### config.mk
export PLATFORM = sky130hd
export DESIGN_NAME = itt_ctrl
export DESIGN_NICKNAME = d
export VERILOG_FILES = /design/src/hw/rtl/itt_pkg.sv /design/src/hw/rtl/itt_ctrl.sv
export SDC_FILE = /design/constraint.sdc
export NUM_CORES = 1
export LEC_CHECK = 0
export BUFFER_PORTS_ARGS = -buffer_cell sky130_fd_sc_hd__clkbuf_2
export CORE_AREA = 2 2 39 41
export CTS_BUF_LIST = sky130_fd_sc_hd__clkbuf_8 sky130_fd_sc_hd__clkbuf_16
export DETAILED_ROUTE_END_ITERATION = 8
export DIE_AREA = 0 0 41 43
export PLACE_DENSITY = 0.3
export SYNTH_ARGS = -nofsm -noshare
export SYNTH_HDL_FRONTEND = slang
export SYNTH_SLANG_ARGS = --single-unit
### constraint.sdc
create_clock -name aclk -period 1.4 [get_ports aclk]
set_input_delay 0.21 -clock aclk [delete_from_list [all_inputs] [get_ports aclk]]
set_output_delay 0.21 -clock aclk [all_outputs]
set_load 0.02 [all_outputs]
### src/hw/rtl/itt_pkg.sv
// Shared types and constants of the interval timer table.
package itt_pkg;

    // Input function codes
    localparam logic [1:0] FN_SET  = 2'd0;
    localparam logic [1:0] FN_KILL = 2'd1;
    localparam logic [1:0] FN_TICK = 2'd2;

    // Result codes
    localparam logic [2:0] RC_SET_OK    = 3'd0;
    localparam logic [2:0] RC_SET_DUP   = 3'd1;
    localparam logic [2:0] RC_SET_FULL  = 3'd2;
    localparam logic [2:0] RC_KILL_OK   = 3'd3;
    localparam logic [2:0] RC_KILL_NONE = 3'd4;
    localparam logic [2:0] RC_FIRED     = 3'd5;

    // Most fired results one tick may produce
    localparam int MAX_FIRES  = 32;
    localparam int FIRE_CNT_W = $clog2(MAX_FIRES + 1);

    typedef enum logic [1:0] {
        ST_IDLE,
        ST_SCAN,
        ST_REPLY,
        ST_FLUSH
    } itt_state_t;

    typedef struct packed {
        logic accept;   // capture input transaction
        logic scan;     // walk the table
        logic reply;    // commit set/kill and emit its result
        logic flush;    // emit held fired result as the last one
    } itt_cmd_t;

    typedef struct packed {
        logic start_scan;  // offered item needs a table walk
        logic scan_done;   // walk finished
        logic op_tick;     // current item is a tick
        logic out_free;    // output register can take a result
        logic pend_valid;  // a fired result is held back
    } itt_status_t;

endpackage

### src/hw/rtl/itt_ctrl.sv
// Controller state machine of the interval timer table.
module itt_ctrl
    import itt_pkg::*;
(
    input  logic        aclk,
    input  logic        aresetn,
    input  logic        s_valid,
    output logic        s_ready,
    input  itt_status_t status,
    output itt_cmd_t    cmd
);

    itt_state_t state_reg, state_next;

    always_ff @(posedge aclk) begin
        if (!aresetn) begin
            state_reg <= ST_IDLE;
        end else begin
            state_reg <= state_next;
        end
    end

    always_comb begin
        state_next = state_reg;
        case (state_reg)
            ST_IDLE: begin
                if (s_valid && status.start_scan) state_next = ST_SCAN;
            end
            ST_SCAN: begin
                if (status.scan_done) state_next = status.op_tick ? ST_FLUSH : ST_REPLY;
            end
            ST_REPLY: begin
                if (status.out_free) state_next = ST_IDLE;
            end
            ST_FLUSH: begin
                if (!status.pend_valid || status.out_free) state_next = ST_IDLE;
            end
            default: state_next = ST_IDLE;
        endcase
    end

    always_comb begin
        s_ready    = 1'b0;
        cmd        = '0;
        case (state_reg)
            ST_IDLE: begin
                s_ready    = 1'b1;
                cmd.accept = s_valid;
            end
            ST_SCAN:  cmd.scan  = 1'b1;
            ST_REPLY: cmd.reply = status.out_free;
            ST_FLUSH: cmd.flush = status.pend_valid && status.out_free;
            default: begin
                s_ready = 1'b0;
            end
        endcase
    end

endmodule

==> results of run 1 <==
kinds of logic after synthesis:
family | count (synthesis)
buffers and inverters | 3
flip-flops | 2
AO/OA/AOI/OAI | 4
AND/OR/NAND/NOR | 10
layer usage:
metal  vias to the layer above  track usage  wire, um
met5                         -            0         0
li1                         90            -         -
met4                         0       0.0800        22
met1                        77       0.0575       185
met3                         4       0.0628        73
met2                        15       0.0781       164
report_power, final:
group	switching, uW	internal (uW)
Clock	41.5	181
Sequential	5.09	60.9
Combinational	27.2	23.1
cell type report:
cell class              instances  area, um2
clock buffers                   3       41.3
fillers                       173       1130
inverters                       2       7.51
multi-input cells              14       82.6
flip-flops and latches          2       40.0
well taps                      16       20.0
repair buffers                 12       60.1
stage by stage:
stage	hold slack, ns	setup slack [ns]	util	cells	power (uW)
2_1_floorplan	0.338	0.221	-	19	97.2
3_3_place_gp	0.437	0.398	0.152	46	117
3_5_place_dp	0.459	0.371	0.152	46	118
4_1_cts	0.242	0.146	0.182	49	350
5_1_grt	0.276	0.0945	0.182	49	366
6_report	0.240	0.169	0.182	49	339
how the worst max path moves through the flow:
stage,from,to,slack (ns),cells after the start
floorplan,state_reg[1],cmd[3],0.22,2
global placement,state_reg[1],cmd[3],0.40,3
detailed placement,state_reg[1],cmd[3],0.37,3
CTS,state_reg[1],cmd[3],0.15,3
global route,state_reg[1],cmd[3],0.09,3
finish,state_reg[1],cmd[3],0.17,3
layout by cell type (no fill, tap or decap), drive strengths merged:
cell / n
a32oi: 1
a21oi: 1
o21ai: 1
clkbuf: 15
inv: 2
and2: 1
nor2b: 2
nor2: 3
dfxtp: 2
nand2b: 1
a31oi: 1
nand2: 2
and3: 1
worst max-delay path: stages (launching register included):
cell,delay [ns]
dfxtp_1,0.34
nor2_1,0.17
and2_1,0.14
clkbuf_2,0.16
==> results.sh, run 1 <==
export IMPL_gp_congestion=0.523
export IMPL_htree_levels=1
export IMPL_p_leak_uw=0.000127
export IMPL_synthTopCellsByCount="nor2_1, dfxtp_1, inv_1, nand2_1"
export IMPL_crit_fanout=5
export IMPL_synth_xor_area_frac=0
export IMPL_yosys_area_top_type="dfxtp_1"
export IMPL_area_growth_pct=82.7
export IMPL_core_um2=1380
export IMPL_tritoncts="yes"
export IMPL_slew_headroom=0.868
export IMPL_ys_types=14
export IMPL_dieArea_um2=1760
export IMPL_grt_pass1_vias=180
export IMPL_fin_area_um2=251
export IMPL_arrival_ns=1.02
export IMPL_clk_latency_ns=0.21
export IMPL_synth_compound_area_frac=0.182
export IMPL_numCtsBuffers=3
export IMPL_drt_iter0_markers=1
export IMPL_yosysTopAreaCellShare=0.291
export IMPL_num_vias=186
export IMPL_finalNetCount=43
export IMPL_syn_nets=27
export IMPL_cp_end_kind="primary output"
export IMPL_drc=0
export IMPL_vias_per_cell=3.80
export IMPL_final_antenna_net_count=0
export IMPL_reg2reg_from="state_reg[0]"
export IMPL_fmax_mhz=812
export IMPL_hold_buffers=0
export IMPL_antenna_found_initial=0
export IMPL_setup_viol=0
export IMPL_seq_area_frac_synth=0.291
export IMPL_rsz0062_at_grt="no"
export IMPL_cts_resized=0
export IMPL_synthSimpleGateAreaFrac=0.418
export IMPL_min_from="aresetn"
export IMPL_largest_reg_flops=2
export IMPL_hold_path_depth=2
export IMPL_dpl_cell_area_um2=210
export IMPL_hpwl_um=388
export IMPL_ys_warn_count=0
export IMPL_clock_path_buffers=2
export IMPL_synth_top_family_by_area="simple AND/OR/NAND/NOR gates"
export IMPL_tightest_slew_ns=0.198
export IMPL_syn_area_um2=138
export IMPL_routed_wl_um=446
export IMPL_tns_ns=0
export IMPL_p_per_area_nw_per_um2=1350
export IMPL_synth_most_common_cell="nor2_1"
export IMPL_gr_usage_all_layers=0.0671
export IMPL_synth_seq_cells=2
export IMPL_regToRegSetupSlack_ns=0.43
export IMPL_slew_viol_final=0
export IMPL_post_route_min_period_ns=1.23
export IMPL_port_buffers=12
export IMPL_drt_first_pass_iters=2
export IMPL_cts_root_buf="clkbuf_8"
export IMPL_synth_cells=19
export IMPL_num_io_pins=13
export IMPL_cp_start_kind="flip-flop"
export IMPL_hold_class="input port to flip-flop"
export IMPL_async_reset_ff_frac=0
export IMPL_avgSynthCellArea_um2=7.24
export IMPL_skew_ns=0.00201
export IMPL_grt_pass1_wl_um=676
export IMPL_drive_gt1_frac=0.485
export IMPL_drt_wirelength_per_cell_um=9.10
export IMPL_regToRegEndpoint="state_reg[0]"
export IMPL_initial_core_util=0.0995
export IMPL_synth_top_flop_cell="dfxtp_1"
export IMPL_min_to="state_reg[1]"
export IMPL_synth_edff_count=0
export IMPL_cts_setup_buffers=0
export IMPL_die_x_um=41
export IMPL_clock_sink_count=2
export IMPL_grt_overflow=0
export IMPL_num_antenna_cells=0
export IMPL_maxCapViolations=0
export IMPL_crit_required_ns=1.19
export IMPL_period_share=0.880
export IMPL_die_y_um=43
export IMPL_synthTopCellsByArea="dfxtp_1, nor2b_4, nor2_1"
export IMPL_synth_area_mux_share=0
export IMPL_status="finished, final reports clean"
export IMPL_clk_pin_slew_ns=0.03
export IMPL_synth_fa_ha_area_frac=0
export IMPL_final_hold_violation_count=0
export IMPL_grt_max_degree=7
export IMPL_crit_type="flip-flop to primary output"
export IMPL_r2r_cells=3
export IMPL_fp_row_count=14
export IMPL_vdd_drop_max_v=0.000539
(Power assumes the default switching activity.)
==> run 2, diff against run 1 <==
--- a/config.mk
+++ b/config.mk
@@ -5,12 +5,14 @@
 export SDC_FILE = /design/constraint.sdc
 export NUM_CORES = 1
 export LEC_CHECK = 0
+export ABC_CLOCK_PERIOD_IN_PS = 1400
 export BUFFER_PORTS_ARGS = -buffer_cell sky130_fd_sc_hd__clkbuf_2
 export CORE_AREA = 2 2 39 41
 export CTS_BUF_LIST = sky130_fd_sc_hd__clkbuf_8 sky130_fd_sc_hd__clkbuf_16
 export DETAILED_ROUTE_END_ITERATION = 8
 export DIE_AREA = 0 0 41 43
 export PLACE_DENSITY = 0.3
+export RECOVER_POWER = 50
 export SYNTH_ARGS = -nofsm -noshare
 export SYNTH_HDL_FRONTEND = slang
 export SYNTH_SLANG_ARGS = --single-unit
==> run 2 against run 1 <==
Maximum frequency about the same. Clock power is essentially flat. Clock-buffer cell count did not move. Hold slack stayed put. Global-route usage stayed put. Critical path depth unchanged. Setup slack barely moved. Die area stayed put. Sequential power barely moved. Design area fell by 0.50%. Sequential share of layout area up 0.080 points. Cell count is the same. Critical path type unchanged.
==> results.sh, run 2 (synthesis gave the netlist of run 1 again) <==
export IMPL_slew_headroom=0.835
export IMPL_regToRegSetupSlack_ns=0.43
export IMPL_hold_class="input port to flip-flop"
export IMPL_post_route_min_period_ns=1.23
export IMPL_fin_hold_ws_ns=0.240
export IMPL_numCtsBuffers=3
export IMPL_r2r_cells=3
export IMPL_crit_required_ns=1.19
export IMPL_num_antenna_cells=0
export IMPL_skew_ns=0.00201
export IMPL_cp_start_kind="flip-flop"
export IMPL_hold_path_depth=2
export IMPL_tightest_slew_ns=0.249
export IMPL_dieArea_um2=1760
export IMPL_finalNetCount=43
export IMPL_gp_congestion=0.523
export IMPL_crit_fanout=5
export IMPL_vias_per_cell=3.80
export IMPL_fin_area_um2=250
export IMPL_clk_pin_slew_ns=0.03
export IMPL_status="finished, final reports clean"
export IMPL_critPathCapture="cmd[3]"
export IMPL_die_y_um=43
export IMPL_max_stage_delay_ns=0.34
export IMPL_cts_resized=0
export IMPL_vdd_drop_max_v=0.000539
export IMPL_largest_reg_flops=2
export IMPL_clock_sink_count=2
export IMPL_gr_usage_all_layers=0.0671
export IMPL_cp_end_kind="primary output"
export IMPL_drt_iter0_markers=1
export IMPL_p_per_area_nw_per_um2=1350
export IMPL_drt_first_pass_iters=2
export IMPL_clock_path_buffers=2
export IMPL_setup_viol=0
export IMPL_final_common_cell="clkbuf_2"
export IMPL_rsz0062_at_grt="no"
export IMPL_regToRegEndpoint="state_reg[0]"
export IMPL_final_hold_violation_count=0
export IMPL_dpl_cell_area_um2=210
export IMPL_grt_pass1_wl_um=676
export IMPL_layout_common_cells="clkbuf_2, nor2_1, clkbuf_8"
export IMPL_drt_wirelength_per_cell_um=9.14
export IMPL_grt_overflow=0
export IMPL_hpwl_um=388
export IMPL_fmax_mhz=812
export IMPL_antenna_found_initial=0
export IMPL_total_power_uw=339
export IMPL_htree_levels=1
export IMPL_area_growth_pct=81.8
export IMPL_port_buffers=12
export IMPL_crit_type="flip-flop to primary output"
export IMPL_initial_core_util=0.0995
export IMPL_clk_latency_ns=0.21
export IMPL_final_antenna_net_count=0
export IMPL_hold_buffers=0
export IMPL_grt_max_degree=7
export IMPL_crit_chain="nor2_1 -> and2_1 -> clkbuf_2"
export IMPL_num_io_pins=13
export IMPL_p_leak_uw=0.000124
export IMPL_fp_row_count=14
export IMPL_drc=0
export IMPL_die_x_um=41
export IMPL_grt_pass1_vias=180
export IMPL_drive_gt1_frac=0.455
export IMPL_maxCapViolations=0
export IMPL_arrival_ns=1.02
export IMPL_num_vias=186
export IMPL_tritoncts="yes"
export IMPL_core_um2=1380
export IMPL_reg2reg_from="state_reg[0]"
export IMPL_cts_setup_buffers=0
export IMPL_fillers=172
export IMPL_startpoint="state_reg[1]"
export IMPL_tns_ns=0
export IMPL_period_share=0.880
export IMPL_slew_viol_final=0
export IMPL_cts_root_buf="clkbuf_8"
export IMPL_routed_wl_um=448
export IMPL_crit_slowest_cell="dfxtp_1"
-- run 2: cell count changes in the layout (fill, tap and decap cells not counted) --
cell and change:
clkbuf_2 -1, clkbuf_1 +1
-- run 2: critical path, delay by kind of cell, from the launching register on --
kind          cells  cell delay, ns
flops             1            0.34
simple gates      2            0.31
buf+inv           1            0.16
-- run 2: worst min path at each step --
stage / start / end / slack, ns
final: aresetn / state_reg[1] / 0.24
after global placement: aresetn / state_reg[1] / 0.44
after global routing: aresetn / state_reg[1] / 0.28
after detailed placement: aresetn / state_reg[1] / 0.46
after floorplan: aresetn / state_reg[1] / 0.34
after CTS: aresetn / state_reg[1] / 0.24
-- run 2: layout make-up --
class	instances	area (um2)	share of cell area
multi-input cells	14	82.6	0.330
repair buffers	12	58.8	0.235
clock buffers	3	41.3	0.165
flip-flops and latches	2	40.0	0.160
well taps	16	20.0	0.0800
inverters	2	7.51	0.0300
-- run 2: per-layer routing --
layer | up-vias | part of all wire | global-route usage
met1 | 77 | 0.42 | 0.0575
met2 | 15 | 0.37 | 0.0781
met3 | 4 | 0.17 | 0.0628
li1 | 90 | - | -
met5 | - | 0 | 0
met4 | 0 | 0.049 | 0.0800
-- run 2: metrics by stage --
stage / worst slack [ns] / instances / util
final: 0.169 / 49 / 0.181
after global routing: 0.0947 / 49 / 0.181
after CTS: 0.146 / 49 / 0.182
after detailed placement: 0.371 / 46 / 0.152
after global placement: 0.398 / 46 / 0.152
after floorplan: 0.221 / 19 / -
-- run 2: power by group --
part | switching (uW) | internal [uW] | leakage [uW]
clock network | 41.5 | 181 | 0.0000216
logic | 27.2 | 22.4 | 0.0000860
registers | 5.09 | 60.9 | 0.0000164
total | 73.8 | 265 | 0.000124
==> run 3, diff against run 2 <==
--- a/config.mk
+++ b/config.mk
@@ -5,6 +5,7 @@
 export SDC_FILE = /design/constraint.sdc
 export NUM_CORES = 1
 export LEC_CHECK = 0
+export ABC_AREA = 1
 export ABC_CLOCK_PERIOD_IN_PS = 1400
 export BUFFER_PORTS_ARGS = -buffer_cell sky130_fd_sc_hd__clkbuf_2
 export CORE_AREA = 2 2 39 41
==> run 3 against run 2 <==
Non-clock buffer count up 1. Setup slack worse by 0.064 ns. Die area unchanged. Utilization up 3.5 points. Synthesized area up 23%. Sequential power up 32%. Sequential share of layout area down 2.2 points. Hold slack better by 0.012 ns. Wire length up 7.8%. Synthesized cell count up 53%. Cell count up 22%. Clock skew about the same. Critical path type unchanged.
==> results.sh, run 3 <==
export IMPL_drt_iter0_markers=5
export IMPL_antenna_found_initial=0
export IMPL_slew_viol_final=0
export IMPL_regToRegSetupSlack_ns=0.32
export IMPL_ys_types=12
export IMPL_grt_overflow=0
export IMPL_port_buffers=12
export IMPL_grt_max_degree=7
export IMPL_syn_area_um2=169
export IMPL_hold_class="input port to flip-flop"
export IMPL_crit_buf_inv=2
export IMPL_skew_ns=0.00152
export IMPL_area_growth_pct=77.0
export IMPL_maxCapViolations=0
export IMPL_tns_ns=0
export IMPL_drt_wirelength_per_cell_um=8.05
export IMPL_synthTopCellsByArea="dfxtp_1, nor2_1, nand3_1"
export IMPL_core_um2=1380
export IMPL_dieArea_um2=1760
export IMPL_seq_area_frac_synth=0.237
export IMPL_num_vias=219
export IMPL_layout_common_cells="clkbuf_2, nor2_1, nand3_1"
export IMPL_setup_viol=0
export IMPL_fillers=163
export IMPL_async_reset_ff_frac=0
export IMPL_yosys_area_top_type="dfxtp_1"
export IMPL_max_stage_delay_ns=0.30
export IMPL_drc=0
export IMPL_die_x_um=41
export IMPL_period_share=0.925
export IMPL_final_antenna_net_count=0
export IMPL_slew_headroom=0.835
export IMPL_synth_top_flop_cell="dfxtp_1"
export IMPL_initial_core_util=0.122
export IMPL_clock_sink_count=2
export IMPL_hpwl_um=404
export IMPL_routed_wl_um=483
export IMPL_htree_levels=1
export IMPL_synthTopCellsByCount="nor2_1, nand2_1, nand3_1"
export IMPL_fmax_mhz=772
export IMPL_synth_edff_count=0
export IMPL_arrival_ns=1.09
export IMPL_syn_nets=37
export IMPL_crit_required_ns=1.19
export IMPL_p_leak_uw=0.000149
export IMPL_cp_end_kind="primary output"
export IMPL_grt_pass1_wl_um=710
export IMPL_die_y_um=43
export IMPL_num_io_pins=13
export IMPL_final_hold_violation_count=0
export IMPL_crit_fanout=5
export IMPL_p_per_area_nw_per_um2=1630
export IMPL_crit_chain="clkbuf_1 -> nor3_1 -> clkbuf_2"
export IMPL_numCtsBuffers=3
export IMPL_synth_seq_cells=2
export IMPL_vdd_drop_max_v=0.000514
export IMPL_cp_top_family="buffers and inverters"
export IMPL_post_route_min_period_ns=1.30
export IMPL_synth_most_common_cell="nor2_1"
export IMPL_status="finished, final reports clean"
export IMPL_finalNetCount=54
export IMPL_final_seq_area_um2=41.3
export IMPL_fp_row_count=14
export IMPL_ys_warn_count=0
export IMPL_finalCoreUtilization=0.216
export IMPL_drt_first_pass_iters=4
export IMPL_cp_start_kind="flip-flop"
export IMPL_gr_usage_all_layers=0.0641
export IMPL_clock_path_buffers=2
export IMPL_clk_pin_slew_ns=0.03
export IMPL_clk_latency_ns=0.21
export IMPL_largest_reg_flops=2
export IMPL_yosysTopAreaCellShare=0.237
export IMPL_vias_per_cell=3.65
export IMPL_grt_pass1_vias=198
export IMPL_rsz0062_at_grt="no"
export IMPL_drive_gt1_frac=0.455
export IMPL_gp_congestion=0.663
export IMPL_multiInputGateArea_um2=113
export IMPL_tritoncts="yes"
export IMPL_tightest_slew_ns=0.249
export IMPL_avgSynthCellArea_um2=5.82
export IMPL_synth_cells=29
export IMPL_cts_setup_buffers=0
export IMPL_final_common_cell="clkbuf_2"
export IMPL_num_antenna_cells=0
export IMPL_crit_type="flip-flop to primary output"
export IMPL_crit_slowest_cell="dfxtp_1"
export IMPL_cts_root_buf="clkbuf_8"
## run 3: cell types whose count changed after synthesis, moves of 2 or more
| cell | before | now |
|---|---|---|
| nor2_1 | 3 | 7 |
| inv_2 | 0 | 2 |
| nand3_1 | 0 | 4 |
| nand2_1 | 2 | 4 |
| nor2_2 | 0 | 2 |
## run 3: worst register-to-register path, stage by stage (launching register included)
cell	delay, ns
dfxtp_1	0.33
clkbuf_1	0.22
nor2_2	0.06
nand2_1	0.10
nand3_1	0.11
nor2_1	0.10
nor2_1	0.05
## run 3: per-stage QoR
step / hold WS [ns] / worst slack, ns / instance area (um2) / power (uW) / cells
global route: 0.257 / 0.00808 / 299 / 525 / 60
floorplan: 0.354 / 0.194 / 175 / 221 / 29
CTS: 0.248 / 0.0615 / 298 / 506 / 60
global placement: 0.470 / 0.235 / 255 / 282 / 57
detailed placement: 0.467 / 0.207 / 255 / 275 / 57
finish: 0.251 / 0.104 / 299 / 489 / 60
## run 3: final timing paths
path | cells after the start | to | startpoint
worst min register to register | 3 | state_reg[0] | state_reg[1]
worst max-delay path | 3 | cmd[1] | state_reg[0]
worst max register to register | 6 | state_reg[1] | state_reg[0]
worst min-delay path | 3 | state_reg[1] | aresetn
## run 3: metal layers
metal	vias up	global-route usage	share of wire
li1	121	-	-
met1	89	0.0671	0.42
met2	9	0.0875	0.49
met3	0	0.0314	0.089
met4	0	0.0600	0
met5	-	0	0
## run 3: layout make-up
| cell class | instances | share of cell area |
|---|---|---|
| Timing Repair Buffer | 13 | 0.218 |
| Sequential cell | 2 | 0.138 |
| Multi-Input combinational cell | 21 | 0.377 |
| Clock buffer | 3 | 0.138 |
| Tap cell | 16 | 0.0669 |
| Inverter | 5 | 0.0628 |
## run 3: report_power, final
group	switching, uW	total (uW)	internal (uW)
clock	40.3	222	181
combinational	120	180	60.1
sequential	14.7	86.8	72.1
## run 3: kinds of logic after synthesis
logic type | Yosys count | synth area share
AND/OR/NAND/NOR | 21 | 0.607
flip-flops | 2 | 0.237
buffers and inverters | 6 | 0.156
## run 3: what timing repair did
item	in CTS	in global routing
gates cloned	0	0
hold buffers	0	0
gates resized for setup	1	3
setup endpoints to repair	1	1
